### src/smm_pkg.sv
// ============================================================================
// smm_pkg
// Shared types and constants for the sum / mean / median statistics block.
// ============================================================================
package smm_pkg;

    // Default sizing
    localparam int MAX_ITEMS_DEF   = 64;
    localparam int SAMPLE_BITS_DEF = 16;

    // Fixed-point scaling: mean and median are reported in hundredths,
    // computed from thousandths rounded half away from zero.
    localparam int MEAN_SCALE = 1000;
    localparam int DEN_SCALE  = 10;
    localparam int ROUND_HALF = 5;
    localparam int MED_SCALE  = MEAN_SCALE / (2 * DEN_SCALE);

    // Register map (index = paddr[2])
    localparam logic REG_ITEM_COUNT   = 1'b0;
    localparam int   ITEM_COUNT_RESET = 1;

    // Datapath operations issued by the controller
    typedef enum logic [3:0] {
        OP_NONE,
        OP_LOAD,
        OP_SUM,
        OP_SORT_INIT,
        OP_KEY_RD,
        OP_KEY_CAP,
        OP_CMP,
        OP_INS0,
        OP_MED_HI,
        OP_MED_LO,
        OP_MED_CAP,
        OP_MED_MUL
    } smm_op_t;

    typedef struct packed {
        smm_op_t op;
        logic    div_start;
        logic    emit;
    } smm_cmd_t;

    typedef struct packed {
        logic sum_last;
        logic sort_done;
        logic gt;
        logic b_zero;
        logic div_done;
    } smm_sts_t;

endpackage

### src/smm_div.sv
// ============================================================================
// smm_div
// Restoring unsigned divider, one quotient bit per cycle.
// ============================================================================
module smm_div
    import smm_pkg::*;
#(
    parameter int NUM_W = 32,
    parameter int DEN_W = 11
)
(
    input  logic             clk,
    input  logic             rst_n,
    input  logic             start,
    input  logic [NUM_W-1:0] num,
    input  logic [DEN_W-1:0] den,
    output logic [NUM_W-1:0] quo,
    output logic             done
);

    localparam int CW = $clog2(NUM_W + 1);

    logic [NUM_W-1:0] quo_reg;
    logic [DEN_W-1:0] rem_reg;
    logic [DEN_W-1:0] den_reg;
    logic [CW-1:0]    cnt_reg;

    logic [DEN_W:0]   shifted;
    logic             fits;
    logic [DEN_W:0]   diff;

    // trial subtract of the divisor from the shifted partial remainder
    assign shifted = {rem_reg, quo_reg[NUM_W-1]};
    assign fits    = (shifted >= {1'b0, den_reg});
    assign diff    = shifted - {1'b0, den_reg};

    // iteration counter
    always_ff @(posedge clk or negedge rst_n)
    begin
        if (!rst_n)
        begin
            cnt_reg <= '0;
        end
        else if (start)
        begin
            cnt_reg <= CW'(NUM_W);
        end
        else if (cnt_reg != '0)
        begin
            cnt_reg <= cnt_reg - 1'b1;
        end
    end

    // quotient / remainder shift
    always_ff @(posedge clk)
    begin
        if (start)
        begin
            quo_reg <= num;
            rem_reg <= '0;
            den_reg <= den;
        end
        else if (cnt_reg != '0)
        begin
            quo_reg <= {quo_reg[NUM_W-2:0], fits};
            rem_reg <= fits ? diff[DEN_W-1:0] : shifted[DEN_W-1:0];
        end
    end

    assign quo  = quo_reg;
    assign done = (cnt_reg == '0);

endmodule

### src/smm_datapath.sv
// ============================================================================
// smm_datapath
// Sample store, sum accumulator, insertion-sort compare/move, median scaling
// and mean divider; driven by smm_ctrl operations.
// ============================================================================
module smm_datapath
    import smm_pkg::*;
#(
    parameter int MAX_ITEMS   = MAX_ITEMS_DEF,
    parameter int SAMPLE_BITS = SAMPLE_BITS_DEF,
    parameter int IDX_W       = 6,
    parameter int CNT_W       = 7,
    parameter int SUM_W       = 22,
    parameter int HUND_W      = 23
)
(
    input  logic                          clk,
    input  logic                          rst_n,
    input  smm_cmd_t                      cmd,
    output smm_sts_t                      sts,
    input  logic [CNT_W-1:0]              item_count,
    input  logic [IDX_W-1:0]              slot_index,
    input  logic signed [SAMPLE_BITS-1:0] sample_value,
    input  logic                          final_load,
    output logic                          result_valid,
    output logic signed [SUM_W-1:0]       total_sum,
    output logic signed [HUND_W-1:0]      mean_hundredths,
    output logic signed [HUND_W-1:0]      median_hundredths
);

    localparam int NUM_W = SUM_W + 10;
    localparam int DEN_W = CNT_W + 4;
    localparam logic signed [HUND_W-1:0] MED_K = HUND_W'(MED_SCALE);

    // sample store
    logic signed [SAMPLE_BITS-1:0] mem [MAX_ITEMS];
    logic signed [SAMPLE_BITS-1:0] rdata_reg;

    logic [CNT_W-1:0]              n_reg;
    logic [CNT_W-1:0]              k_reg;
    logic [CNT_W-1:0]              a_reg;
    logic [IDX_W-1:0]              b_reg;
    logic                          rvld_reg;
    logic signed [SUM_W-1:0]       sum_reg;
    logic signed [SAMPLE_BITS-1:0] key_reg;
    logic signed [SAMPLE_BITS-1:0] hi_reg;
    logic signed [SAMPLE_BITS-1:0] lo_reg;
    logic signed [HUND_W-1:0]      med_reg;

    logic                          result_valid_reg;
    logic signed [SUM_W-1:0]       total_sum_reg;
    logic signed [HUND_W-1:0]      mean_reg;
    logic signed [HUND_W-1:0]      median_reg;

    logic [CNT_W-1:0]              n_clamp;
    logic                          slot_ok;
    logic [IDX_W-1:0]              half_idx;
    logic [IDX_W-1:0]              lo_idx;
    logic [IDX_W-1:0]              rd_addr;
    logic                          we;
    logic [IDX_W-1:0]              wr_addr;
    logic signed [SAMPLE_BITS-1:0] wr_data;
    logic                          gt;
    logic                          b_zero;
    logic [SUM_W-1:0]              sum_mag;
    logic [NUM_W-1:0]              div_num;
    logic [DEN_W-1:0]              div_den;
    logic [NUM_W-1:0]              div_quo;
    logic                          div_done;
    logic [HUND_W-1:0]             quo_h;
    logic signed [HUND_W-1:0]      pair_sum;

    // count clamped to 1..MAX_ITEMS
    always_comb
    begin
        if (item_count == '0)
        begin
            n_clamp = CNT_W'(1);
        end
        else if (item_count > CNT_W'(MAX_ITEMS))
        begin
            n_clamp = CNT_W'(MAX_ITEMS);
        end
        else
        begin
            n_clamp = item_count;
        end
    end

    assign slot_ok  = ({1'b0, slot_index} < (IDX_W + 1)'(MAX_ITEMS));
    assign half_idx = IDX_W'(n_reg >> 1);
    assign lo_idx   = n_reg[0] ? half_idx : half_idx - 1'b1;
    assign gt       = (rdata_reg > key_reg);
    assign b_zero   = (b_reg == '0);

    // read address select
    always_comb
    begin
        unique case (cmd.op)
            OP_SUM:     rd_addr = k_reg[IDX_W-1:0];
            OP_KEY_RD:  rd_addr = a_reg[IDX_W-1:0];
            OP_KEY_CAP: rd_addr = b_reg;
            OP_CMP:     rd_addr = b_zero ? b_reg : b_reg - 1'b1;
            OP_MED_HI:  rd_addr = half_idx;
            OP_MED_LO:  rd_addr = lo_idx;
            default:    rd_addr = '0;
        endcase
    end

    // write port select: sample load, sort shift/insert
    always_comb
    begin
        we      = 1'b0;
        wr_addr = '0;
        wr_data = key_reg;
        unique case (cmd.op)
            OP_LOAD:
            begin
                we      = slot_ok;
                wr_addr = slot_index;
                wr_data = sample_value;
            end
            OP_CMP:
            begin
                we      = 1'b1;
                wr_addr = b_reg + 1'b1;
                wr_data = gt ? rdata_reg : key_reg;
            end
            OP_INS0:
            begin
                we      = 1'b1;
                wr_addr = '0;
                wr_data = key_reg;
            end
            default:
            begin
                we = 1'b0;
            end
        endcase
    end

    // store: one write, one registered read per cycle
    always_ff @(posedge clk)
    begin
        if (we)
        begin
            mem[wr_addr] <= wr_data;
        end
        rdata_reg <= mem[rd_addr];
    end

    // loop counters and control flags
    always_ff @(posedge clk or negedge rst_n)
    begin
        if (!rst_n)
        begin
            n_reg    <= CNT_W'(1);
            k_reg    <= '0;
            a_reg    <= '0;
            b_reg    <= '0;
            rvld_reg <= 1'b0;
        end
        else
        begin
            rvld_reg <= (cmd.op == OP_SUM);
            unique case (cmd.op)
                OP_LOAD:
                begin
                    k_reg <= '0;
                    if (final_load)
                    begin
                        n_reg <= n_clamp;
                    end
                end
                OP_SUM:       k_reg <= k_reg + 1'b1;
                OP_SORT_INIT: a_reg <= CNT_W'(1);
                OP_KEY_RD:    b_reg <= IDX_W'(a_reg - 1'b1);
                OP_CMP:
                begin
                    if (gt)
                    begin
                        if (!b_zero)
                        begin
                            b_reg <= b_reg - 1'b1;
                        end
                    end
                    else
                    begin
                        a_reg <= a_reg + 1'b1;
                    end
                end
                OP_INS0:      a_reg <= a_reg + 1'b1;
                default:      ;
            endcase
        end
    end

    // sum, sort key and median operands
    always_ff @(posedge clk)
    begin
        if (cmd.op == OP_LOAD)
        begin
            sum_reg <= '0;
        end
        else if (rvld_reg)
        begin
            sum_reg <= sum_reg + SUM_W'(rdata_reg);
        end
        if (cmd.op == OP_KEY_CAP)
        begin
            key_reg <= rdata_reg;
        end
        if (cmd.op == OP_MED_LO)
        begin
            hi_reg <= rdata_reg;
        end
        if (cmd.op == OP_MED_CAP)
        begin
            lo_reg <= rdata_reg;
        end
        if (cmd.op == OP_MED_MUL)
        begin
            med_reg <= HUND_W'(pair_sum * MED_K);
        end
    end

    // median: (hi + lo) * 50, odd counts read the middle entry twice
    assign pair_sum = HUND_W'(hi_reg) + HUND_W'(lo_reg);

    // mean magnitude = (|sum|*1000 + 5n) / (10n), sign restored afterwards
    assign sum_mag = sum_reg[SUM_W-1] ? SUM_W'(-sum_reg) : SUM_W'(sum_reg);
    assign div_num = NUM_W'(sum_mag) * NUM_W'(MEAN_SCALE)
                   + NUM_W'(n_reg) * NUM_W'(ROUND_HALF);
    assign div_den = DEN_W'(n_reg) * DEN_W'(DEN_SCALE);

    smm_div #(
        .NUM_W (NUM_W),
        .DEN_W (DEN_W)
    ) u_div (
        .clk   (clk),
        .rst_n (rst_n),
        .start (cmd.div_start),
        .num   (div_num),
        .den   (div_den),
        .quo   (div_quo),
        .done  (div_done)
    );

    assign quo_h = div_quo[HUND_W-1:0];

    // result beat
    always_ff @(posedge clk or negedge rst_n)
    begin
        if (!rst_n)
        begin
            result_valid_reg <= 1'b0;
        end
        else
        begin
            result_valid_reg <= cmd.emit;
        end
    end

    always_ff @(posedge clk)
    begin
        if (cmd.emit)
        begin
            total_sum_reg <= sum_reg;
            mean_reg      <= sum_reg[SUM_W-1] ? -$signed(quo_h) : $signed(quo_h);
            median_reg    <= med_reg;
        end
    end

    assign result_valid      = result_valid_reg;
    assign total_sum         = total_sum_reg;
    assign mean_hundredths   = mean_reg;
    assign median_hundredths = median_reg;

    // status to the controller
    assign sts.sum_last  = (k_reg == n_reg - 1'b1);
    assign sts.sort_done = (a_reg == n_reg);
    assign sts.gt        = gt;
    assign sts.b_zero    = b_zero;
    assign sts.div_done  = div_done;

endmodule

### src/smm_ctrl.sv
// ============================================================================
// smm_ctrl
// Sequencer: load, sum sweep, insertion sort, median fetch, result beat.
// ============================================================================
module smm_ctrl
    import smm_pkg::*;
(
    input  logic     clk,
    input  logic     rst_n,
    input  logic     start,
    input  logic     final_load,
    input  smm_sts_t sts,
    output smm_cmd_t cmd,
    output logic     busy
);

    typedef enum logic [3:0] {
        ST_IDLE,
        ST_SUM,
        ST_SUM_END,
        ST_DIV_GO,
        ST_KEY_RD,
        ST_KEY_WAIT,
        ST_CMP,
        ST_INS0,
        ST_MED_HI,
        ST_MED_LO,
        ST_MED_CAP,
        ST_MED_MUL,
        ST_WAIT_DIV
    } state_t;

    state_t state_reg;
    state_t state_next;

    // next state and datapath command
    always_comb
    begin
        state_next    = state_reg;
        cmd.op        = OP_NONE;
        cmd.div_start = 1'b0;
        cmd.emit      = 1'b0;
        unique case (state_reg)
            ST_IDLE:
            begin
                if (start)
                begin
                    cmd.op = OP_LOAD;
                    if (final_load)
                    begin
                        state_next = ST_SUM;
                    end
                end
            end
            ST_SUM:
            begin
                cmd.op = OP_SUM;
                if (sts.sum_last)
                begin
                    state_next = ST_SUM_END;
                end
            end
            ST_SUM_END:
            begin
                state_next = ST_DIV_GO;
            end
            ST_DIV_GO:
            begin
                cmd.op        = OP_SORT_INIT;
                cmd.div_start = 1'b1;
                state_next    = ST_KEY_RD;
            end
            ST_KEY_RD:
            begin
                if (sts.sort_done)
                begin
                    state_next = ST_MED_HI;
                end
                else
                begin
                    cmd.op     = OP_KEY_RD;
                    state_next = ST_KEY_WAIT;
                end
            end
            ST_KEY_WAIT:
            begin
                cmd.op     = OP_KEY_CAP;
                state_next = ST_CMP;
            end
            ST_CMP:
            begin
                cmd.op = OP_CMP;
                if (!sts.gt)
                begin
                    state_next = ST_KEY_RD;
                end
                else if (sts.b_zero)
                begin
                    state_next = ST_INS0;
                end
            end
            ST_INS0:
            begin
                cmd.op     = OP_INS0;
                state_next = ST_KEY_RD;
            end
            ST_MED_HI:
            begin
                cmd.op     = OP_MED_HI;
                state_next = ST_MED_LO;
            end
            ST_MED_LO:
            begin
                cmd.op     = OP_MED_LO;
                state_next = ST_MED_CAP;
            end
            ST_MED_CAP:
            begin
                cmd.op     = OP_MED_CAP;
                state_next = ST_MED_MUL;
            end
            ST_MED_MUL:
            begin
                cmd.op     = OP_MED_MUL;
                state_next = ST_WAIT_DIV;
            end
            ST_WAIT_DIV:
            begin
                if (sts.div_done)
                begin
                    cmd.emit   = 1'b1;
                    state_next = ST_IDLE;
                end
            end
            default:
            begin
                state_next = ST_IDLE;
            end
        endcase
    end

    // state register
    always_ff @(posedge clk or negedge rst_n)
    begin
        if (!rst_n)
        begin
            state_reg <= ST_IDLE;
        end
        else
        begin
            state_reg <= state_next;
        end
    end

    assign busy = (state_reg != ST_IDLE);

endmodule

### src/sum_mean_median_stats.sv
// Loading: one sample beat per cycle; busy stays low while loading.
// After the final beat the sum sweep runs, then an in-place insertion sort over one
// store port and the median fetch; the result beat also waits for the mean divide,
// which runs alongside the sort.
// The result beat is a one-cycle strobe; the receiver cannot stall it.
// Reset (rst_n, async low) idles the sequencer and sets item_count to 1.
// ============================================================================
// sum_mean_median_stats
// Sample store with sum, mean and median (hundredths) over the first n slots.
// ============================================================================
module sum_mean_median_stats
    import smm_pkg::*;
#(
    parameter int MAX_ITEMS   = MAX_ITEMS_DEF,
    parameter int SAMPLE_BITS = SAMPLE_BITS_DEF,
    parameter int IDX_W       = (MAX_ITEMS > 1) ? $clog2(MAX_ITEMS) : 1,
    parameter int CNT_W       = $clog2(MAX_ITEMS + 1),
    parameter int SUM_W       = SAMPLE_BITS + $clog2(MAX_ITEMS),
    parameter int HUND_W      = SAMPLE_BITS + 7
)
(
    input  logic                          clk,
    input  logic                          rst_n,
    // command channel
    input  logic                          start,
    output logic                          busy,
    input  logic [IDX_W-1:0]              slot_index,
    input  logic signed [SAMPLE_BITS-1:0] sample_value,
    input  logic                          final_load,
    // result channel
    output logic                          result_valid,
    output logic signed [SUM_W-1:0]       total_sum,
    output logic signed [HUND_W-1:0]      mean_hundredths,
    output logic signed [HUND_W-1:0]      median_hundredths,
    // configuration port
    input  logic                          psel,
    input  logic                          penable,
    input  logic                          pwrite,
    input  logic [2:0]                    paddr,
    input  logic [31:0]                   pwdata,
    output logic [31:0]                   prdata,
    output logic                          pready
);

    logic [CNT_W-1:0] item_count_reg;
    logic             cfg_wr;
    smm_cmd_t         cmd;
    smm_sts_t         sts;

    // register write / readback
    assign pready = 1'b1;
    assign cfg_wr = psel & penable & pwrite & pready;

    always_ff @(posedge clk or negedge rst_n)
    begin
        if (!rst_n)
        begin
            item_count_reg <= CNT_W'(ITEM_COUNT_RESET);
        end
        else if (cfg_wr && (paddr[2] == REG_ITEM_COUNT))
        begin
            item_count_reg <= pwdata[CNT_W-1:0];
        end
    end

    assign prdata = (paddr[2] == REG_ITEM_COUNT) ? 32'(item_count_reg) : '0;

    smm_ctrl u_ctrl (
        .clk        (clk),
        .rst_n      (rst_n),
        .start      (start),
        .final_load (final_load),
        .sts        (sts),
        .cmd        (cmd),
        .busy       (busy)
    );

    smm_datapath #(
        .MAX_ITEMS   (MAX_ITEMS),
        .SAMPLE_BITS (SAMPLE_BITS),
        .IDX_W       (IDX_W),
        .CNT_W       (CNT_W),
        .SUM_W       (SUM_W),
        .HUND_W      (HUND_W)
    ) u_dp (
        .clk               (clk),
        .rst_n             (rst_n),
        .cmd               (cmd),
        .sts               (sts),
        .item_count        (item_count_reg),
        .slot_index        (slot_index),
        .sample_value      (sample_value),
        .final_load        (final_load),
        .result_valid      (result_valid),
        .total_sum         (total_sum),
        .mean_hundredths   (mean_hundredths),
        .median_hundredths (median_hundredths)
    );

`ifndef SYNTH
    // one result beat per final load, never back to back
    a_single_beat: assert property (@(posedge clk) disable iff (!rst_n)
        result_valid |=> !result_valid)
        else $error("result strobe held two cycles");

    // result beat lands as the sequencer returns to idle
    a_beat_idle: assert property (@(posedge clk) disable iff (!rst_n)
        result_valid |-> !busy)
        else $error("result beat while busy");

    // a non-final beat keeps the block ready for the next beat
    a_load_stream: assert property (@(posedge clk) disable iff (!rst_n)
        (start && !busy && !final_load) |=> !busy)
        else $error("busy after non-final beat");

    // a final beat starts the computation
    a_final_busy: assert property (@(posedge clk) disable iff (!rst_n)
        (start && !busy && final_load) |=> (busy && !result_valid))
        else $error("final beat did not start computation");
`endif

endmodule

### config.mk
export PLATFORM = sky130hd
export DESIGN_NAME = sum_mean_median_stats
export DESIGN_NICKNAME = d
export VERILOG_FILES = /design/src/smm_pkg.sv /design/src/smm_div.sv /design/src/smm_datapath.sv /design/src/smm_ctrl.sv /design/src/sum_mean_median_stats.sv
export SDC_FILE = /design/constraint.sdc
export NUM_CORES = 2
export LEC_CHECK = 0
export ABC_AREA = 1
export ABC_CLOCK_PERIOD_IN_PS = 8200
export BUFFER_PORTS_ARGS = -buffer_cell sky130_fd_sc_hd__buf_2
export CAP_MARGIN = 10
export CORE_MARGIN = 10
export CORE_UTILIZATION = 25
export DETAILED_ROUTE_END_ITERATION = 8
export GPL_TIMING_DRIVEN = 0
export SYNTH_ARGS = -nofsm -noshare
export SYNTH_HDL_FRONTEND = slang
export SYNTH_SLANG_ARGS = --single-unit
### constraint.sdc
create_clock -name clk -period 8.2 [get_ports clk]
set_input_delay 0.82 -clock clk [delete_from_list [all_inputs] [get_ports clk]]
set_output_delay 0.82 -clock clk [all_outputs]
set_load 0.02 [all_outputs]
==> out/results.txt <==
For this block, the via count after detailed routing is 48570. Number of DRC markers after the initial detailed-route iteration: 5380. The run gives 0 as the number of setup buffers added after CTS. The worst register-to-register path has a depth of 25. The die area came out at 0.2838 mm². The first-pass GRT wire length is 301500 µm, and the proportion of netlist area held by the largest area contributor is 54.96%. The number of nets with antenna violations after routing is 0. In the layout the commonest cells are edfxtp_1 (1203), nand2_1 (1186), nand3_1 (1155).

Clock tree synthesis found a total of 1298 sinks. The synthesized design contains 1298 register bits. The first detailed-routing pass took 7 iterations. TritonCTS built the clock tree. The run gives 0 as the final setup violation count. Critical path start-end classification: register to register. The worst hold path depth was 3; the number of DRC violations after detailed routing was 0. The number of maximum-capacitance constraint violations is 0, and the average vias per placed instance is 4.655. The cell accounting for the most synthesized area is edfxtp_1. The global-route total usage across every layer was 13.84%; the I/O pin count was 167. The logs give 0 for the total count of max-transition violations in the final report and 10160 for the cell total after placement.

STA puts the critical path data required time at 8710 ps. The worst hold path belongs to the class input pin to register. For the worst setup path, the data arrival time is 8100 ps.

Summing all multi-input logic gate instances after layout gives 0.02279 mm². The library cell used most frequently in the layout, excluding fill and tap cells, is edfxtp_1. Clock latency at the later pin of the worst-skew pair: 830 ps. The initial utilization of the core area, before any placement, comes to 25.08%. In the final layout, the share of cells above drive strength 1 is 11.79%.

The initial antenna violation count was 13. The most used flip-flop cell after synthesis is edfxtp_1. The die span in x was 532.8 µm. Setup repair after global routing left no endpoint under its margin. The number of buffers created by CTS came out at 145.

The final layout contains 7152 nets. Startpoint type of the worst setup path: a register. After filler insertion, the fill cell instance count of the layout stands at 26990. The flow ran to the end, and the final reports show no timing, DRC or antenna violations. The mean area per synthesized cell was 10.26 µm².

The logs give 0.03826 mm² for the register area and 65 for the maximum number of pins on one net before global-route repair. The logs give 0 for the total of warnings raised by yosys and 0 for the total overflow reported by the global router. The floorplan die height came out at 532.8 µm. The root cell of the clock tree is clkbuf_16. Clock-pin slew was measured on the worst setup and hold paths at 60 ps.

The transition time at the pin with the least slew margin came out at 1124 ps. The number of hold-slack violations in the final timing report was 0. Counting flops with a built-in enable in the synthesized netlist gives 1203. Synthesis produced 6409 cells.

The final period demand of the worst path works out to 7590 ps. The sequential cell area fraction in the yosys report is 58.21%, and the via count of the first global-routing pass is 46250. The clock arrives with 64.92 ps of skew.

For this block, the routed nets add up to 206300 µm of wire. Of all nets on the critical path, the largest fanout is 10. For the final HPWL from detailed placement, the log shows 152200 µm. The max-slew headroom at the worst pin is 24.72%, and the number of standard cells in the final layout excluding fillers is 10430. By area the synthesized netlist is led by edfxtp_1 (55%), nand3_1 (8.9%), nand2_1 (6.8%), inv_1 (5.2%), ha_1 (3.9%). After synthesis the cells add up to 0.06573 mm². The clock passes through at most 3 buffers. The tools report the final standard cell area without fillers as 0.07757 mm².

The share of flip-flops with an asynchronous set or reset was 3.544%; the area added between synthesis and finish was 18.01%. The final critical path takes up 92.56% of the cycle. The count of distinct cell types in the synthesized netlist came out at 59. The logs give 0.1317 GHz for the top achievable clock speed and 0.9677 for the placer's final routability congestion estimate.

Port buffering added 111 buffers. The worst setup path is captured at a register. The register with the most flip-flops in the layout has 1024 of them. The placeable core region is 0.2620 mm². The post-detailed-route wirelength per cell was 19.77 µm; the worst hold margin was 293.2 ps. The H-tree generated during clock tree synthesis spans 4 levels. The site row count is 188, and the total placed instance area is 0.07289 mm².
## critical path: stages, from the launching register on
cell	delay (ps)
dfxtp_1	370
clkbuf_1	320
clkbuf_1	480
clkbuf_1	590
o21ai_0	560
fa_1	680
inv_1	60
fa_1	460
fa_1	540
inv_1	50
fa_1	450
ha_1	390
xor2_1	210
ha_1	310
inv_1	50
or2_2	300
a21oi_1	270
nand3_1	200
nor2_1	200
nand2_1	130
nor2_2	200
nand3_1	170
clkinv_1	100
nand2_1	50
nand3_1	100
nand2_1	70
## synthesized netlist by cell type, types with 8 or more instances
| cell | instances |
|---|---|
| nand2_1 | 1186 |
| nor4_1 | 8 |
| nor3_1 | 37 |
| or2_2 | 11 |
| o21a_1 | 11 |
| a21oi_1 | 131 |
| nor2_1 | 225 |
| o21ai_0 | 124 |
| dfrtp_1 | 44 |
| o211ai_1 | 24 |
| edfxtp_1 | 1203 |
| o21bai_1 | 15 |
| dfxtp_1 | 49 |
| buf_1 | 14 |
| inv_2 | 19 |
| nor2_2 | 8 |
| buf_4 | 37 |
| fa_1 | 91 |
| nand4_1 | 18 |
| a31oi_1 | 9 |
| inv_1 | 910 |
| a21boi_0 | 14 |
| buf_2 | 217 |
| nand3b_1 | 306 |
| xnor2_1 | 46 |
| xor2_1 | 139 |
| o22ai_1 | 15 |
| ha_1 | 203 |
| clkbuf_1 | 64 |
| nand3_1 | 1169 |
## final timing paths
path / end / from / slack [ps]
min in group asynchronous: u_dp.k_reg[1] / rst_n / 480
max reg2reg: u_dp.u_div.quo[25] / u_dp.sum_reg[21] / 610
max in group asynchronous: item_count_reg[0] / rst_n / 7070
min: item_count_reg[0] / pwdata[0] / 290
max: u_dp.u_div.quo[25] / u_dp.sum_reg[21] / 610
min reg2reg: u_dp.median_hundredths[11] / u_dp.med_reg[11] / 420
## cell families (layout without fill, tap and decap cells)
logic type | count (synthesis) | after routing | share of synthesized area (%)
and+or+nand+nor | 2991 | 2991 | 21.53
AOI/OAI and AO/OA | 374 | 374 | 3.284
other | 2 | 33 | 0.01143
xor gates and xnor gates | 185 | 185 | 2.465
adders and majority gates | 294 | 294 | 6.636
DFF | 1298 | 1298 | 58.21
buffers and inverters | 1265 | 1744 | 7.871
## routing by layer
layer  wire length (µm)  global-route usage, %  share of wire [%]
met1              85090                  18.20                 41
met2              93230                  22.08                 45
met3              20050                  3.367                9.7
met4               7889                  5.067                3.8
met5                  0                      0                  0
## area by class of cell
| class | instances | area share [%] |
|---|---|---|
| multi-input cells | 3871 | 29.38 |
| diodes | 6 | 0.01936 |
| repair buffers | 213 | 3.021 |
| well taps | 3515 | 5.669 |
| clock inverters | 90 | 1.048 |
| flip-flops and latches | 1298 | 49.32 |
| plain buffers | 334 | 2.165 |
| clock buffers | 176 | 4.868 |
| inverters | 931 | 4.505 |
## through the flow
| step | setup TNS, ps | setup slack (ps) | utilization (%) |
|---|---|---|---|
| after CTS | 0 | 517.7 | 29.57 |
| after global placement | -101760 | -890.8 | 27.01 |
| after detailed placement | 0 | 586.5 | 27.82 |
| final | 0 | 609.7 | 29.60 |
| after floorplan | 0 | 2005 | - |
| after global routing | 0 | 73.02 | 29.60 |
## timing repair
item | 4_1_cts | 5_1_grt
hold endpoints to repair | 0 | 10
hold buffers | 0 | 1
setup endpoints to repair | 0 | 2
gates resized for setup | 0 | 7
Power is not shown: default switching activity piles up to over one toggle a cycle in this logic, so the estimate is an artifact.
